[config.mk]
export PLATFORM = sky130hd
export DESIGN_NAME = flagged_packet_deframer_flat
export DESIGN_NICKNAME = d
export VERILOG_FILES = /design/src/rtl/fpd_pkg.sv /design/src/rtl/fpd_req_if.sv /design/src/rtl/fpd_rsp_if.sv /design/src/rtl/fpd_ram.sv /design/src/rtl/flagged_packet_deframer.sv /design/src/flat_wrapper.sv
export SDC_FILE = /design/constraint.sdc
export NUM_CORES = 1
export LEC_CHECK = 0
export BUFFER_PORTS_ARGS = -buffer_cell sky130_fd_sc_hd__clkbuf_2
export CORE_MARGIN = 2
export CORE_UTILIZATION = 45
export CTS_BUF_LIST = sky130_fd_sc_hd__clkbuf_8
export DETAILED_ROUTE_END_ITERATION = 7
export PLACE_DENSITY_LB_ADDON = 0.3
export RECOVER_POWER = 25
export SLEW_MARGIN = 20
export SYNTH_ARGS = -nofsm -noshare
export SYNTH_HDL_FRONTEND = slang
export SYNTH_SLANG_ARGS = --single-unit
[constraint.sdc]
create_clock -name clock -period 5.71 [get_ports clock]
set_clock_uncertainty 0.05 [all_clocks]
set_input_delay 0.571 -clock clock [delete_from_list [all_inputs] [get_ports clock]]
set_output_delay 0.571 -clock clock [all_outputs]
set_load 0.05 [all_outputs]
[src/rtl/fpd_pkg.sv]
// ----------------------------------------------------------------------------
// Flagged packet deframer package
// Field widths, opcodes, register indexes and framing phase codes.
// ----------------------------------------------------------------------------
package fpd_pkg;

   // Field widths of the request and response transfers.
   localparam int OPCODE_W     = 2;
   localparam int BYTE_W       = 8;
   localparam int READ_INDEX_W = 6;
   localparam int PHASE_W      = 2;
   localparam int LENGTH_W     = 7;

   // Configuration port.
   localparam int CSR_INDEX_W = 2;
   localparam int CSR_DATA_W  = 8;

   typedef logic [OPCODE_W-1:0]    opcode_type;
   typedef logic [BYTE_W-1:0]      byte_type;
   typedef logic [READ_INDEX_W-1:0] read_index_type;
   typedef logic [PHASE_W-1:0]     phase_type;
   typedef logic [LENGTH_W-1:0]    length_type;
   typedef logic [CSR_INDEX_W-1:0] csr_index_type;
   typedef logic [CSR_DATA_W-1:0]  csr_data_type;

   // Request opcodes.
   localparam opcode_type OP_BYTE    = 2'd0;
   localparam opcode_type OP_READ    = 2'd1;
   localparam opcode_type OP_RELEASE = 2'd2;

   // Register indexes.
   localparam csr_index_type CSR_FLAG_BYTE   = 2'd0;
   localparam csr_index_type CSR_FLAG_RUN    = 2'd1;
   localparam csr_index_type CSR_MAX_PAYLOAD = 2'd2;

   // Register reset values.
   localparam byte_type   FLAG_BYTE_RST   = 8'd126;
   localparam byte_type   FLAG_RUN_RST    = 8'd3;
   localparam length_type MAX_PAYLOAD_RST = 7'd64;

   // Framing phases.
   localparam phase_type PH_HUNT = 2'd0;
   localparam phase_type PH_LEN  = 2'd1;
   localparam phase_type PH_DATA = 2'd2;
   localparam phase_type PH_DONE = 2'd3;

endpackage

[src/rtl/fpd_req_if.sv]
// ----------------------------------------------------------------------------
// Deframer request channel
// Valid/ready channel that carries one request item per transfer.
// ----------------------------------------------------------------------------
interface fpd_req_if;
   import fpd_pkg::*;

   logic           valid;
   logic           ready;
   opcode_type     opcode;
   byte_type       rx_byte;
   read_index_type read_index;

   modport source (output valid, output opcode, output rx_byte, output read_index,
                   input ready);
   modport sink   (input valid, input opcode, input rx_byte, input read_index,
                   output ready);
endinterface

[src/rtl/fpd_rsp_if.sv]
// ----------------------------------------------------------------------------
// Deframer response channel
// Valid/ready channel that carries one status item per transfer.
// ----------------------------------------------------------------------------
interface fpd_rsp_if;
   import fpd_pkg::*;

   logic       valid;
   logic       ready;
   byte_type   read_data;
   phase_type  frame_phase;
   logic       packet_ready;
   length_type payload_length;
   logic       byte_stored;

   modport source (output valid, output read_data, output frame_phase,
                   output packet_ready, output payload_length, output byte_stored,
                   input ready);
   modport sink   (input valid, input read_data, input frame_phase,
                   input packet_ready, input payload_length, input byte_stored,
                   output ready);
endinterface

[src/rtl/fpd_ram.sv]
// ----------------------------------------------------------------------------
// Generic RAM
// One write port and one read port with registered read data.
// ----------------------------------------------------------------------------
module fpd_ram #(
   parameter int WIDTH = 8,
   parameter int DEPTH = 64,
   parameter int ADDR_W = (DEPTH > 1) ? $clog2(DEPTH) : 1
) (
   input  logic              clock,
   input  logic              wr_en,
   input  logic [ADDR_W-1:0] wr_addr,
   input  logic [WIDTH-1:0]  wr_data,
   input  logic              rd_en,
   input  logic [ADDR_W-1:0] rd_addr,
   output logic [WIDTH-1:0]  rd_data
);

   logic [WIDTH-1:0] mem_ff [DEPTH];
   logic [WIDTH-1:0] rd_data_ff;

   // Write port.
   always_ff @(posedge clock) begin
      if (wr_en) begin
         mem_ff[wr_addr] <= wr_data;
      end
   end

   // Read port; data holds until the next enabled read.
   always_ff @(posedge clock) begin
      if (rd_en) begin
         rd_data_ff <= mem_ff[rd_addr];
      end
   end

   assign rd_data = rd_data_ff;

endmodule

[src/rtl/flagged_packet_deframer.sv]
// ----------------------------------------------------------------------------
// Flagged packet deframer
// A request transfer gives its response from the response register in the next cycle.
// Throughput: one request per cycle while rsp_chan is not stalled (response register).
// Reset (synchronous, active high) returns framing to header hunt and the registers
// to flag 126, run length 3, max payload 64; buffer contents are not cleared.
// ----------------------------------------------------------------------------
module flagged_packet_deframer #(
   parameter int BUFFER_DEPTH = 64
) (
   input  logic                   clock,
   input  logic                   reset,
   input  logic                   csr_we,
   input  fpd_pkg::csr_index_type csr_index,
   input  fpd_pkg::csr_data_type  csr_wdata,
   fpd_req_if.sink                req_chan,
   fpd_rsp_if.source              rsp_chan
);
   import fpd_pkg::*;

   localparam int ADDR_W = (BUFFER_DEPTH > 1) ? $clog2(BUFFER_DEPTH) : 1;
   localparam int FILL_W = (ADDR_W > LENGTH_W) ? ADDR_W : LENGTH_W;
   localparam int RIDX_W = (ADDR_W > READ_INDEX_W) ? ADDR_W : READ_INDEX_W;
   localparam logic [7:0] DEPTH_B = 8'(BUFFER_DEPTH);

   // Configuration registers.
   byte_type   flag_byte_ff, flag_byte_in;
   byte_type   flag_run_ff, flag_run_in;
   length_type max_payload_ff, max_payload_in;

   // Framing state.
   phase_type  phase_ff, phase_in;
   byte_type   flag_count_ff, flag_count_in;
   length_type fill_index_ff, fill_index_in;
   length_type exp_length_ff, exp_length_in;
   byte_type   payload_sum_ff, payload_sum_in;

   // Response register.
   logic       rsp_valid_ff, rsp_valid_in;
   logic       rd_sel_ff, rd_sel_in;
   phase_type  rsp_phase_ff;
   logic       rsp_ready_pulse_ff, ready_pulse;
   length_type rsp_length_ff, rsp_length_in;
   logic       rsp_stored_ff, stored;

   logic              take;
   byte_type          rx;
   byte_type          count_next;
   logic [7:0]        max_ext;
   logic [7:0]        limit;
   logic              wr_en;
   logic              rd_en;
   logic [FILL_W-1:0] fill_wide;
   logic [RIDX_W-1:0] ridx_wide;
   logic [ADDR_W-1:0] wr_addr;
   logic [ADDR_W-1:0] rd_addr;
   byte_type          ram_rdata;

   assign take = req_chan.valid && req_chan.ready;
   assign rx   = req_chan.rx_byte;

   // A new request is taken whenever the response register is free or draining.
   assign req_chan.ready = !rsp_valid_ff || rsp_chan.ready;

   // Configuration writes; an index past the list is ignored.
   always_comb begin
      flag_byte_in   = flag_byte_ff;
      flag_run_in    = flag_run_ff;
      max_payload_in = max_payload_ff;
      if (csr_we) begin
         unique case (csr_index)
            CSR_FLAG_BYTE:   flag_byte_in   = csr_wdata;
            CSR_FLAG_RUN:    flag_run_in    = csr_wdata;
            CSR_MAX_PAYLOAD: max_payload_in = csr_wdata[LENGTH_W-1:0];
            default: ;
         endcase
      end
   end

   // The accepted length is capped by both max_payload and the buffer depth.
   assign max_ext    = {1'b0, max_payload_ff};
   assign limit      = (max_ext > DEPTH_B) ? DEPTH_B : max_ext;
   assign count_next = (rx == flag_byte_ff) ? flag_count_ff + 8'd1 : 8'd0;

   // Framing update for one request.
   always_comb begin
      phase_in       = phase_ff;
      flag_count_in  = flag_count_ff;
      fill_index_in  = fill_index_ff;
      exp_length_in  = exp_length_ff;
      payload_sum_in = payload_sum_ff;
      ready_pulse    = 1'b0;
      stored         = 1'b0;
      wr_en          = 1'b0;
      rd_en          = 1'b0;
      rd_sel_in      = 1'b0;
      if (take) begin
         unique case (req_chan.opcode)
            OP_BYTE: begin
               flag_count_in = count_next;
               // A completed flag run wins over all other byte handling unless in PH_DONE.
               priority if (count_next == flag_run_ff && phase_ff != PH_DONE) begin
                  phase_in       = PH_LEN;
                  payload_sum_in = '0;
               end else if (phase_ff == PH_LEN && rx <= limit) begin
                  phase_in      = PH_DATA;
                  fill_index_in = '0;
                  exp_length_in = rx[LENGTH_W-1:0];
               end else if (phase_ff == PH_DATA && fill_index_ff < exp_length_ff) begin
                  if ({1'b0, fill_index_ff} < DEPTH_B) begin
                     wr_en  = 1'b1;
                     stored = 1'b1;
                  end
                  fill_index_in  = fill_index_ff + 7'd1;
                  payload_sum_in = payload_sum_ff + rx;
               end else if (phase_ff == PH_DATA && fill_index_ff == exp_length_ff
                            && payload_sum_ff == ~rx) begin
                  phase_in    = PH_DONE;
                  ready_pulse = 1'b1;
               end else if (phase_ff != PH_DONE) begin
                  phase_in = PH_HUNT;
               end else begin
                  phase_in = phase_ff;
               end
            end
            OP_READ: begin
               // Reads beyond the buffer return zero without a RAM access.
               if ({2'b00, req_chan.read_index} < DEPTH_B) begin
                  rd_en     = 1'b1;
                  rd_sel_in = 1'b1;
               end
            end
            OP_RELEASE: begin
               if (phase_ff == PH_DONE) begin
                  phase_in = PH_HUNT;
               end
            end
            default: ;
         endcase
      end
   end

   // Buffer addresses sized to the depth.
   assign fill_wide = FILL_W'(fill_index_ff);
   assign ridx_wide = RIDX_W'(req_chan.read_index);
   assign wr_addr   = fill_wide[ADDR_W-1:0];
   assign rd_addr   = ridx_wide[ADDR_W-1:0];

   fpd_ram #(
      .WIDTH (BYTE_W),
      .DEPTH (BUFFER_DEPTH)
   ) u_payload_ram (
      .clock   (clock),
      .wr_en   (wr_en),
      .wr_addr (wr_addr),
      .wr_data (rx),
      .rd_en   (rd_en),
      .rd_addr (rd_addr),
      .rd_data (ram_rdata)
   );

   // Response register handshake.
   assign rsp_length_in = (phase_in == PH_DATA || phase_in == PH_DONE) ? exp_length_in : '0;
   assign rsp_valid_in  = take ? 1'b1 : (rsp_chan.ready ? 1'b0 : rsp_valid_ff);

   // Control registers.
   always_ff @(posedge clock) begin
      if (reset) begin
         flag_byte_ff   <= FLAG_BYTE_RST;
         flag_run_ff    <= FLAG_RUN_RST;
         max_payload_ff <= MAX_PAYLOAD_RST;
         phase_ff       <= PH_HUNT;
         flag_count_ff  <= '0;
         fill_index_ff  <= '0;
         exp_length_ff  <= '0;
         payload_sum_ff <= '0;
         rsp_valid_ff   <= 1'b0;
      end else begin
         flag_byte_ff   <= flag_byte_in;
         flag_run_ff    <= flag_run_in;
         max_payload_ff <= max_payload_in;
         phase_ff       <= phase_in;
         flag_count_ff  <= flag_count_in;
         fill_index_ff  <= fill_index_in;
         exp_length_ff  <= exp_length_in;
         payload_sum_ff <= payload_sum_in;
         rsp_valid_ff   <= rsp_valid_in;
      end
   end

   // Response payload, loaded on each request transfer.
   always_ff @(posedge clock) begin
      if (take) begin
         rd_sel_ff          <= rd_sel_in;
         rsp_phase_ff       <= phase_in;
         rsp_ready_pulse_ff <= ready_pulse;
         rsp_length_ff      <= rsp_length_in;
         rsp_stored_ff      <= stored;
      end
   end

   assign rsp_chan.valid          = rsp_valid_ff;
   assign rsp_chan.read_data      = rd_sel_ff ? ram_rdata : '0;
   assign rsp_chan.frame_phase    = rsp_phase_ff;
   assign rsp_chan.packet_ready   = rsp_ready_pulse_ff;
   assign rsp_chan.payload_length = rsp_length_ff;
   assign rsp_chan.byte_stored    = rsp_stored_ff;

`ifndef SYNTHESIS
   // A verified packet is reported together with the verified phase.
   a_ready_in_done: assert property (@(posedge clock) disable iff (reset)
      rsp_valid_ff && rsp_ready_pulse_ff |-> rsp_phase_ff == PH_DONE)
      else $error("packet_ready outside verified phase");

   // Buffer writes happen only while collecting payload.
   a_store_in_data: assert property (@(posedge clock) disable iff (reset)
      rsp_valid_ff && rsp_stored_ff |-> rsp_phase_ff == PH_DATA)
      else $error("byte stored outside payload phase");

   // The fill index never runs past the expected length.
   a_fill_bound: assert property (@(posedge clock) disable iff (reset)
      phase_ff == PH_DATA |-> fill_index_ff <= exp_length_ff)
      else $error("fill index beyond expected length");

   // An accepted length always fits the buffer.
   a_length_fits: assert property (@(posedge clock) disable iff (reset)
      (phase_ff == PH_DATA || phase_ff == PH_DONE) |-> {1'b0, exp_length_ff} <= DEPTH_B)
      else $error("expected length exceeds buffer depth");

   // A write and a read never share a cycle.
   a_one_port_use: assert property (@(posedge clock) disable iff (reset)
      !(wr_en && rd_en))
      else $error("buffer write and read in one cycle");
`endif

endmodule

[src/flat_wrapper.sv]
// flat-port wrapper written by rule: the top's interface ports become plain ports
module flagged_packet_deframer_flat import fpd_pkg::*;
#(
   parameter int BUFFER_DEPTH = 64
)
  (clock, reset, csr_we, csr_index, csr_wdata, req_chan_valid, req_chan_opcode, req_chan_rx_byte, req_chan_read_index, req_chan_ready, rsp_chan_valid, rsp_chan_read_data, rsp_chan_frame_phase, rsp_chan_packet_ready, rsp_chan_payload_length, rsp_chan_byte_stored, rsp_chan_ready);
  fpd_req_if req_chan_i ();
  fpd_rsp_if rsp_chan_i ();
  input  logic clock;
  input  logic reset;
  input  logic csr_we;
  input  fpd_pkg::csr_index_type csr_index;
  input  fpd_pkg::csr_data_type csr_wdata;
  input wire logic [$bits(req_chan_i.valid)-1:0] req_chan_valid;
  input wire logic [$bits(req_chan_i.opcode)-1:0] req_chan_opcode;
  input wire logic [$bits(req_chan_i.rx_byte)-1:0] req_chan_rx_byte;
  input wire logic [$bits(req_chan_i.read_index)-1:0] req_chan_read_index;
  output wire logic [$bits(req_chan_i.ready)-1:0] req_chan_ready;
  output wire logic [$bits(rsp_chan_i.valid)-1:0] rsp_chan_valid;
  output wire logic [$bits(rsp_chan_i.read_data)-1:0] rsp_chan_read_data;
  output wire logic [$bits(rsp_chan_i.frame_phase)-1:0] rsp_chan_frame_phase;
  output wire logic [$bits(rsp_chan_i.packet_ready)-1:0] rsp_chan_packet_ready;
  output wire logic [$bits(rsp_chan_i.payload_length)-1:0] rsp_chan_payload_length;
  output wire logic [$bits(rsp_chan_i.byte_stored)-1:0] rsp_chan_byte_stored;
  input wire logic [$bits(rsp_chan_i.ready)-1:0] rsp_chan_ready;
  assign req_chan_i.valid = req_chan_valid;
  assign req_chan_i.opcode = req_chan_opcode;
  assign req_chan_i.rx_byte = req_chan_rx_byte;
  assign req_chan_i.read_index = req_chan_read_index;
  assign req_chan_ready = req_chan_i.ready;
  assign rsp_chan_valid = rsp_chan_i.valid;
  assign rsp_chan_read_data = rsp_chan_i.read_data;
  assign rsp_chan_frame_phase = rsp_chan_i.frame_phase;
  assign rsp_chan_packet_ready = rsp_chan_i.packet_ready;
  assign rsp_chan_payload_length = rsp_chan_i.payload_length;
  assign rsp_chan_byte_stored = rsp_chan_i.byte_stored;
  assign rsp_chan_i.ready = rsp_chan_ready;
  flagged_packet_deframer #(.BUFFER_DEPTH(BUFFER_DEPTH)) u_core (.clock(clock), .reset(reset), .csr_we(csr_we), .csr_index(csr_index), .csr_wdata(csr_wdata), .req_chan(req_chan_i), .rsp_chan(rsp_chan_i));
endmodule
==> flow_summary.toml, run 1 <==
[clocking]
cts_buffers = 93
cts_setup_buffers = 0
cts-hold-fix-buffers = 0
cts_resized = 0
clock_latency_ns = 0.67
clockBufferDepth = 3
clkTransAtPathRegs_ns = 0.06
clockRootBuffer = "clkbuf_8"
htreeDepth = 3
cts_tree = "done"
clock_sinks = 588

[place]
dp_hpwl_mm = 35.3
post_dp_cell_area_um2 = 25000
port_buffers = 51
gp_congestion = 0.841
dp_cells = 1963

[critical_path]
critPathMaxFanout = 13
worstReg2RegStart = "u_core.fill_index_ff[3]"
critical-path-slowest-cell = "nor2_1"
r2r_end = "u_core.u_payload_ram.mem_ff[7][0]"
crit_buf_inv = 1
startpoint = "u_core.fill_index_ff[3]"
worstPathRequired_ns = 5.96
worst-path-stages = 10
cpPeakStageDelay_ns = 0.78
worst_r2r_path_depth = 10
cp-start-kind = "flop"
ff2ff_setup_slack_ns = 1.30
cp_top_family = "simple AND/OR/NAND/NOR gates"
cp_data_arrival_time_ns = 4.66
critPathKind = "flop to flop"
crit_chain = "ha_1, a21o_1, a21oi_1, a21oi_1, a2111oi_2, buf_4, nand2_1, a21oi_2, nand4bb_1, nor2_1"
crit_end = "u_core.u_payload_ram.mem_ff[7][0]"
cp-end-kind = "flop"
crit_top_cell = "a21oi_1"

[sta]
fmax_mhz = 227
tightest_slew_ns = 2.22
finalCritPeriodShare = 0.773
finalWorstPathRequiredPeriod_ns = 4.41
rsz0062_at_grt = "false"
setup_viol = 0
fin_setup_tns_ns = 0
slew_headroom = -0.478
slew_viol_final = 40
hold_viol_final = 0

[layout]
fin_nets = 1425
final_cells = 2136
drive_gt1_frac = 0.256
final_cell_mix = "edfxtp_1 (532), mux4_2 (168), nor2_1 (117), clkbuf_8 (100), dfxtp_1 (56)"
final_area_um2 = 26800
layout_commonest_cell = "edfxtp_1"
multi_input_area_um2 = 6520
register_area_um2 = 17100
nFillCells = 4247
syn_to_final_growth_pct = 11.7

[global_routing]
antenna_found_initial = 5
grt_pass1_vias = 12600
grt_max_degree = 92
track_usage = 0.206
grt_first_pass_wirelength_mm = 83.7
grt_overflow = 0

[floorplanning]
start_util = 0.456
die_w_um = 235
fp-row-count = 84
core_um2 = 52600
die_h_um = 235
ioPinCount = 52
die_area_um2 = 55100

[status]
violations = "max-capacitance violations, max-slew violations"
outcome = "finished, violations left"

[route]
routed_wirelength_mm = 55.9
drc_errors = 0
vias = 12300
ant_nets = 0
first_pass_iters = 5
viasPerCell = 5.76
drtIter0Drc = 1205
avgRoutedWirePerCell_um = 26.2

[synthesis]
ys.flop_type = "edfxtp_1"
synth.cell_area_um2 = 24000
synthArstFlopShare = 0
synth_edf_count = 532
synth.avg_cell_area_um2 = 18.9
syn_nets = 1321
ys_ff_latch = 588
netlist_instances = 1266
synth_seq_area_share = 0.714
synth.distinct_cells = 64
yosys_warnings = 0

[run]
drv_cap = 1

[power_and_ir_drop]
p_per_area_nw_per_um2 = 320
vdd_drop_max_mv = 0.213
p_leak_nw = 8.63

[worst_hold_path]
hold_class = "primary input to flop"
==> where the power goes <==
| group | switching, W | total, W | internal (W) |
|---|---|---|---|
| clock | 0.00165 | 0.00340 | 0.00175 |
| combinational | 0.000281 | 0.000452 | 0.000171 |
| sequential | 0.00000991 | 0.00471 | 0.00470 |
| total | 0.00194 | 0.00857 | 0.00663 |
==> metal layers <==
metal / vias to the layer above / global-route usage / wire length [um]
met5: - / 0 / 34
met2: 516 / 0.321 / 26500
met1: 6338 / 0.288 / 23900
met3: 87 / 0.0571 / 4420
met4: 6 / 0.0527 / 1120
li1: 5357 / - / -
==> flip-flops by register name, indices dropped and copies added, names as in the netlist, 7 cells and up <==
signal                          count
u_core.exp_length_ff                7
u_core.fill_index_ff                7
u_core.flag_byte_ff                 8
u_core.flag_count_ff                8
u_core.flag_run_ff                  8
u_core.max_payload_ff               7
u_core.payload_sum_ff               8
u_core.rsp_chan.payload_length      7
u_core.u_payload_ram.mem_ff       512
u_core.u_payload_ram.rd_data        8
==> how the worst min path moves through the flow <==
stage	to	start	cells after the start	slack [ns]
floorplan	u_core.payload_sum_ff[5]	u_core.payload_sum_ff[5]	1	0.40
global placement	u_core.payload_sum_ff[5]	u_core.payload_sum_ff[5]	1	0.41
detailed placement	u_core.payload_sum_ff[6]	u_core.payload_sum_ff[6]	1	0.42
CTS	u_core.flag_byte_ff[5]	csr_wdata[5]	3	0.07
global route	u_core.flag_byte_ff[6]	csr_wdata[6]	3	0.09
finish	u_core.flag_byte_ff[6]	csr_wdata[6]	3	0.12
==> metrics by stage <==
step / total power (W) / hold slack [ns] / util / setup WS, ns
after floorplan: 0.00506 / 0.396 / - / 2.54
final: 0.00857 / 0.120 / 0.509 / 1.30
after detailed placement: 0.00526 / 0.423 / 0.476 / 1.10
after global placement: 0.00526 / 0.406 / 0.476 / 1.27
after CTS: 0.00865 / 0.0658 / 0.510 / 1.42
after global routing: 0.00886 / 0.0890 / 0.509 / 1.04
==> cells by family (layout without fill, tap and decap cells) <==
| group | count (synthesis) | after routing | share of synthesized area |
|---|---|---|---|
| other | 0 | 1 | 0 |
| adder cells (fa/ha/maj) | 24 | 24 | 0.0128 |
| multiplexers | 199 | 199 | 0.171 |
| XOR/XNOR | 24 | 24 | 0.00877 |
| flip-flops | 588 | 588 | 0.714 |
| AND/OR/NAND/NOR | 259 | 259 | 0.0534 |
| buffers and inverters | 87 | 268 | 0.0144 |
| AO/OA/AOI/OAI | 85 | 85 | 0.0261 |
==> cell usage after synthesis (all sizes together), types with 4 or more instances <==
cell,count,area (um^2)
a211oi,5,50.1
nor4,6,67.6
or2,9,56.3
nand4b,5,43.8
nor2b,5,31.3
edfxtp,532,16000
nand4,9,56.3
a21oi,25,133
nor2,117,439
or3,6,37.5
clkbuf,37,140
dfxtp,56,1120
nand3b,4,30.0
inv,25,93.8
mux4,168,3780
a22o,6,52.6
ha,23,288
o21ai,10,50.1
xor2,13,114
nand3,18,103
a21o,6,45.0
nand2,44,168
and2,13,81.3
o211ai,7,57.6
nor3b,5,37.5
nand2b,4,25.0
nor3,6,30.0
mux2i,31,310
buf,25,111
xnor2,11,96.3
==> layout make-up <==
cell class | count | area share
antenna | 1 | 0.0000935
clock buffer | 99 | 0.0509
clock inverter | 73 | 0.0155
inverter | 25 | 0.00351
multi-input combinational | 591 | 0.244
sequential | 588 | 0.639
tap | 688 | 0.0322
timing repair buffer | 71 | 0.0155
==> worst register-to-register path, delay by kind of cell, from the launching register on <==
| family | cells | cell delay, ns |
|---|---|---|
| simple gates | 3 | 1.48 |
| buf+inv | 1 | 0.22 |
| fa+ha+maj | 1 | 0.38 |
| compound gates | 5 | 1.15 |
| flops | 1 | 0.76 |
No activity file was read; power rests on OpenSTA's default activity.
==> run 2, diff against run 1 <==
--- a/config.mk
+++ b/config.mk
@@ -5,6 +5,7 @@
 export SDC_FILE = /design/constraint.sdc
 export NUM_CORES = 1
 export LEC_CHECK = 0
+export ABC_AREA = 1
 export BUFFER_PORTS_ARGS = -buffer_cell sky130_fd_sc_hd__clkbuf_2
 export CORE_MARGIN = 2
 export CORE_UTILIZATION = 45
==> constraint.sdc (replaced) <==
create_clock -name clock -period 4.34 [get_ports clock]
set_clock_uncertainty 0.05 [all_clocks]
set_input_delay 0.434 -clock clock [delete_from_list [all_inputs] [get_ports clock]]
set_output_delay 0.434 -clock clock [all_outputs]
set_load 0.05 [all_outputs]
==> run 2 against run 1 <==
  * First-iteration DRC count up 79%
  * Sequential cell count unchanged
  * Final area up 3.1%
  * Global-route usage up 3.8 points
  * Sequential power up 32%
  * Die area up 2.0%
  * Via count up 42%
  * Critical endpoint is now u_core.rsp_chan.payload_length[2]
  * Synthesized cell count up 67%
  * Non-clock buffer count up 52
  * Largest power group unchanged
  * Clock power up 44%
  * Critical path depth up 2
  * Cell count up 40%
  * Highest routed layer unchanged
  * The run still ends with max-capacitance violations, max-slew violations left
==> flow_summary.toml, run 2 <==
[layout]
syn_to_final_growth_pct = 13.0
fin_nets = 2266
largest_reg_flops = 512
drive_gt1_frac = 0.109
final_cell_mix = "edfxtp_1 (532), nor2_1 (427), o21ai_0 (350), nand2_1 (152), o22ai_1 (138)"
top_register = "u_core.u_payload_ram.mem_ff"
layout_commonest_cell = "edfxtp_1"
final_area_um2 = 27600

[clocking]
cts-hold-fix-buffers = 9
cts_setup_buffers = 0
clockBufferDepth = 3
clock_sinks = 588
clkTransAtPathRegs_ns = 0.06
clockRootBuffer = "clkbuf_8"
htreeDepth = 3
clock_latency_ns = 0.67
cts_tree = "done"
cts_buffers = 94
cts_resized = 0

[place]
gp_congestion = 0.920
port_buffers = 51
post_dp_cell_area_um2 = 25600
dp_hpwl_mm = 42.9

[sta]
hold_viol_final = 0
finalWorstPathRequiredPeriod_ns = 3.94
fmax_mhz = 254
finalCritPeriodShare = 0.908
tightest_slew_ns = 2.18
fin_setup_tns_ns = 0
setup_viol = 0
rsz0062_at_grt = "false"
slew_viol_final = 116
slew_headroom = -0.455

[synthesis]
synth_top_cell_area_share = 0.654
synthArstFlopShare = 0
ys_ff_latch = 588
synth.largest_area_cell = "edfxtp_1"
synth_most_common_cell = "edfxtp_1"
synth_common_cells = "edfxtp_1 (532), nor2_1 (427), o21ai_0 (350)"
synth_edf_count = 532
ys.flop_type = "edfxtp_1"
netlist_instances = 2117
yosys_warnings = 0
syn_nets = 2172
synthTopCellsByArea = "edfxtp_1 (65%), o21ai_0 (7.2%), nor2_1 (6.6%)"
synth_seq_area_share = 0.700
synth.avg_cell_area_um2 = 11.5
synth.distinct_cells = 42
synth.cell_area_um2 = 24400

[status]
violations = "max-capacitance violations, max-slew violations"
outcome = "finished, violations left"

[route]
routed_wirelength_mm = 68.8
vias = 17400
avgRoutedWirePerCell_um = 23.1
drc_errors = 0
ant_nets = 0
first_pass_iters = 6
viasPerCell = 5.84
drtIter0Drc = 2160

[critical_path]
cpPeakStageDelay_ns = 1.60
cp_data_arrival_time_ns = 4.29
critical-path-slowest-cell = "clkbuf_1"
crit_top_cell = "nand2_1"
worstPathRequired_ns = 4.69
critPathKind = "primary input to flop"
cp-start-kind = "primary input"
cp-end-kind = "flop"
crit_chain = "clkbuf_1, clkbuf_1, ha_1, nand2_1, o21ai_0, nand2_1, o2bb2ai_1, nand2_1, nor3_2, nand2_1, nand2_1, nor2_1"
critPathMaxFanout = 29
ff2ff_setup_slack_ns = 0.88

[power_and_ir_drop]
p_leak_nw = 9.51
p_per_area_nw_per_um2 = 431
vdd_drop_max_mv = 0.199

[global_routing]
antenna_found_initial = 4
grt_pass1_vias = 16900
grt_overflow = 0
grt_max_degree = 115
track_usage = 0.244
grt_first_pass_wirelength_mm = 103

[worst_hold_path]
hold_class = "primary input to flop"

[run]
drv_cap = 3

[floorplanning]
fp-row-count = 85
core_um2 = 53700
start_util = 0.455
die_area_um2 = 56200
ioPinCount = 52
die_w_um = 237
die_h_um = 237
run 2: layer usage:
| metal | track usage | up-vias | wire [um] |
|---|---|---|---|
| met2 | 0.395 | 870 | 32400 |
| met4 | 0.0976 | 2 | 2570 |
| met5 | 0 | - | 13 |
| met1 | 0.326 | 8491 | 27600 |
| li1 | - | 7886 | - |
| met3 | 0.0466 | 167 | 6140 |
run 2: where the power goes:
| group | leakage, nW | switching (W) | internal (W) |
|---|---|---|---|
| Sequential | 5.25 | 0.0000200 | 0.00620 |
| Combinational | 3.20 | 0.000574 | 0.000190 |
| Clock | 1.06 | 0.00218 | 0.00272 |
| Total | 9.51 | 0.00277 | 0.00911 |
run 2: cell type report:
type / instances / area (um^2)
multi-input cells: 1313 / 6510
well taps: 696 / 871
inverters: 91 / 349
flip-flops and latches: 588 / 17100
diodes: 1 / 2.50
clock inverters: 69 / 554
fillers: 4595 / 26100
clock buffers: 100 / 1380
repair buffers: 123 / 845
run 2: path summary, 6_finish.rpt:
| check | from | end | depth (start not counted) |
|---|---|---|---|
| hold / removal | req_chan_opcode[1] | u_core.rd_sel_ff | 2 |
| setup reg to reg | u_core.flag_byte_ff[2] | u_core.u_payload_ram.mem_ff[58][0] | 16 |
| hold reg to reg | u_core.payload_sum_ff[0] | u_core.payload_sum_ff[0] | 2 |
| setup / recovery | req_chan_rx_byte[2] | u_core.rsp_chan.payload_length[2] | 12 |
run 2: critical path: cells and delay by family:
kind | cells | cell delay, ns
buffers and inverters | 2 | 2.00
and+or+nand+nor | 7 | 1.09
adders and majority gates | 1 | 0.47
AOI/OAI and AO/OA | 2 | 0.26
run 2: metrics by stage:
step                total power [W]  setup slack [ns]  std cells  utilization  hold slack [ns]
floorplan                   0.00675              1.32       2117            -            0.394
global placement            0.00708             0.541       2802        0.477            0.407
detailed placement          0.00708             0.431       2802        0.477            0.415
CTS                          0.0119             0.906       2980        0.515           0.0448
global route                 0.0122             0.294       2980        0.514           0.0728
finish                       0.0119             0.401       2981        0.514           0.0843
run 2: cell families after synthesis:
group                    Yosys count  synth area share
adder cells (fa/ha/maj)           24            0.0126
AND/OR/NAND/NOR                  694             0.116
AO/OA/AOI/OAI                    580             0.132
flip-flops                       588             0.700
buffers and inverters            216            0.0342
XOR/XNOR                          15           0.00538
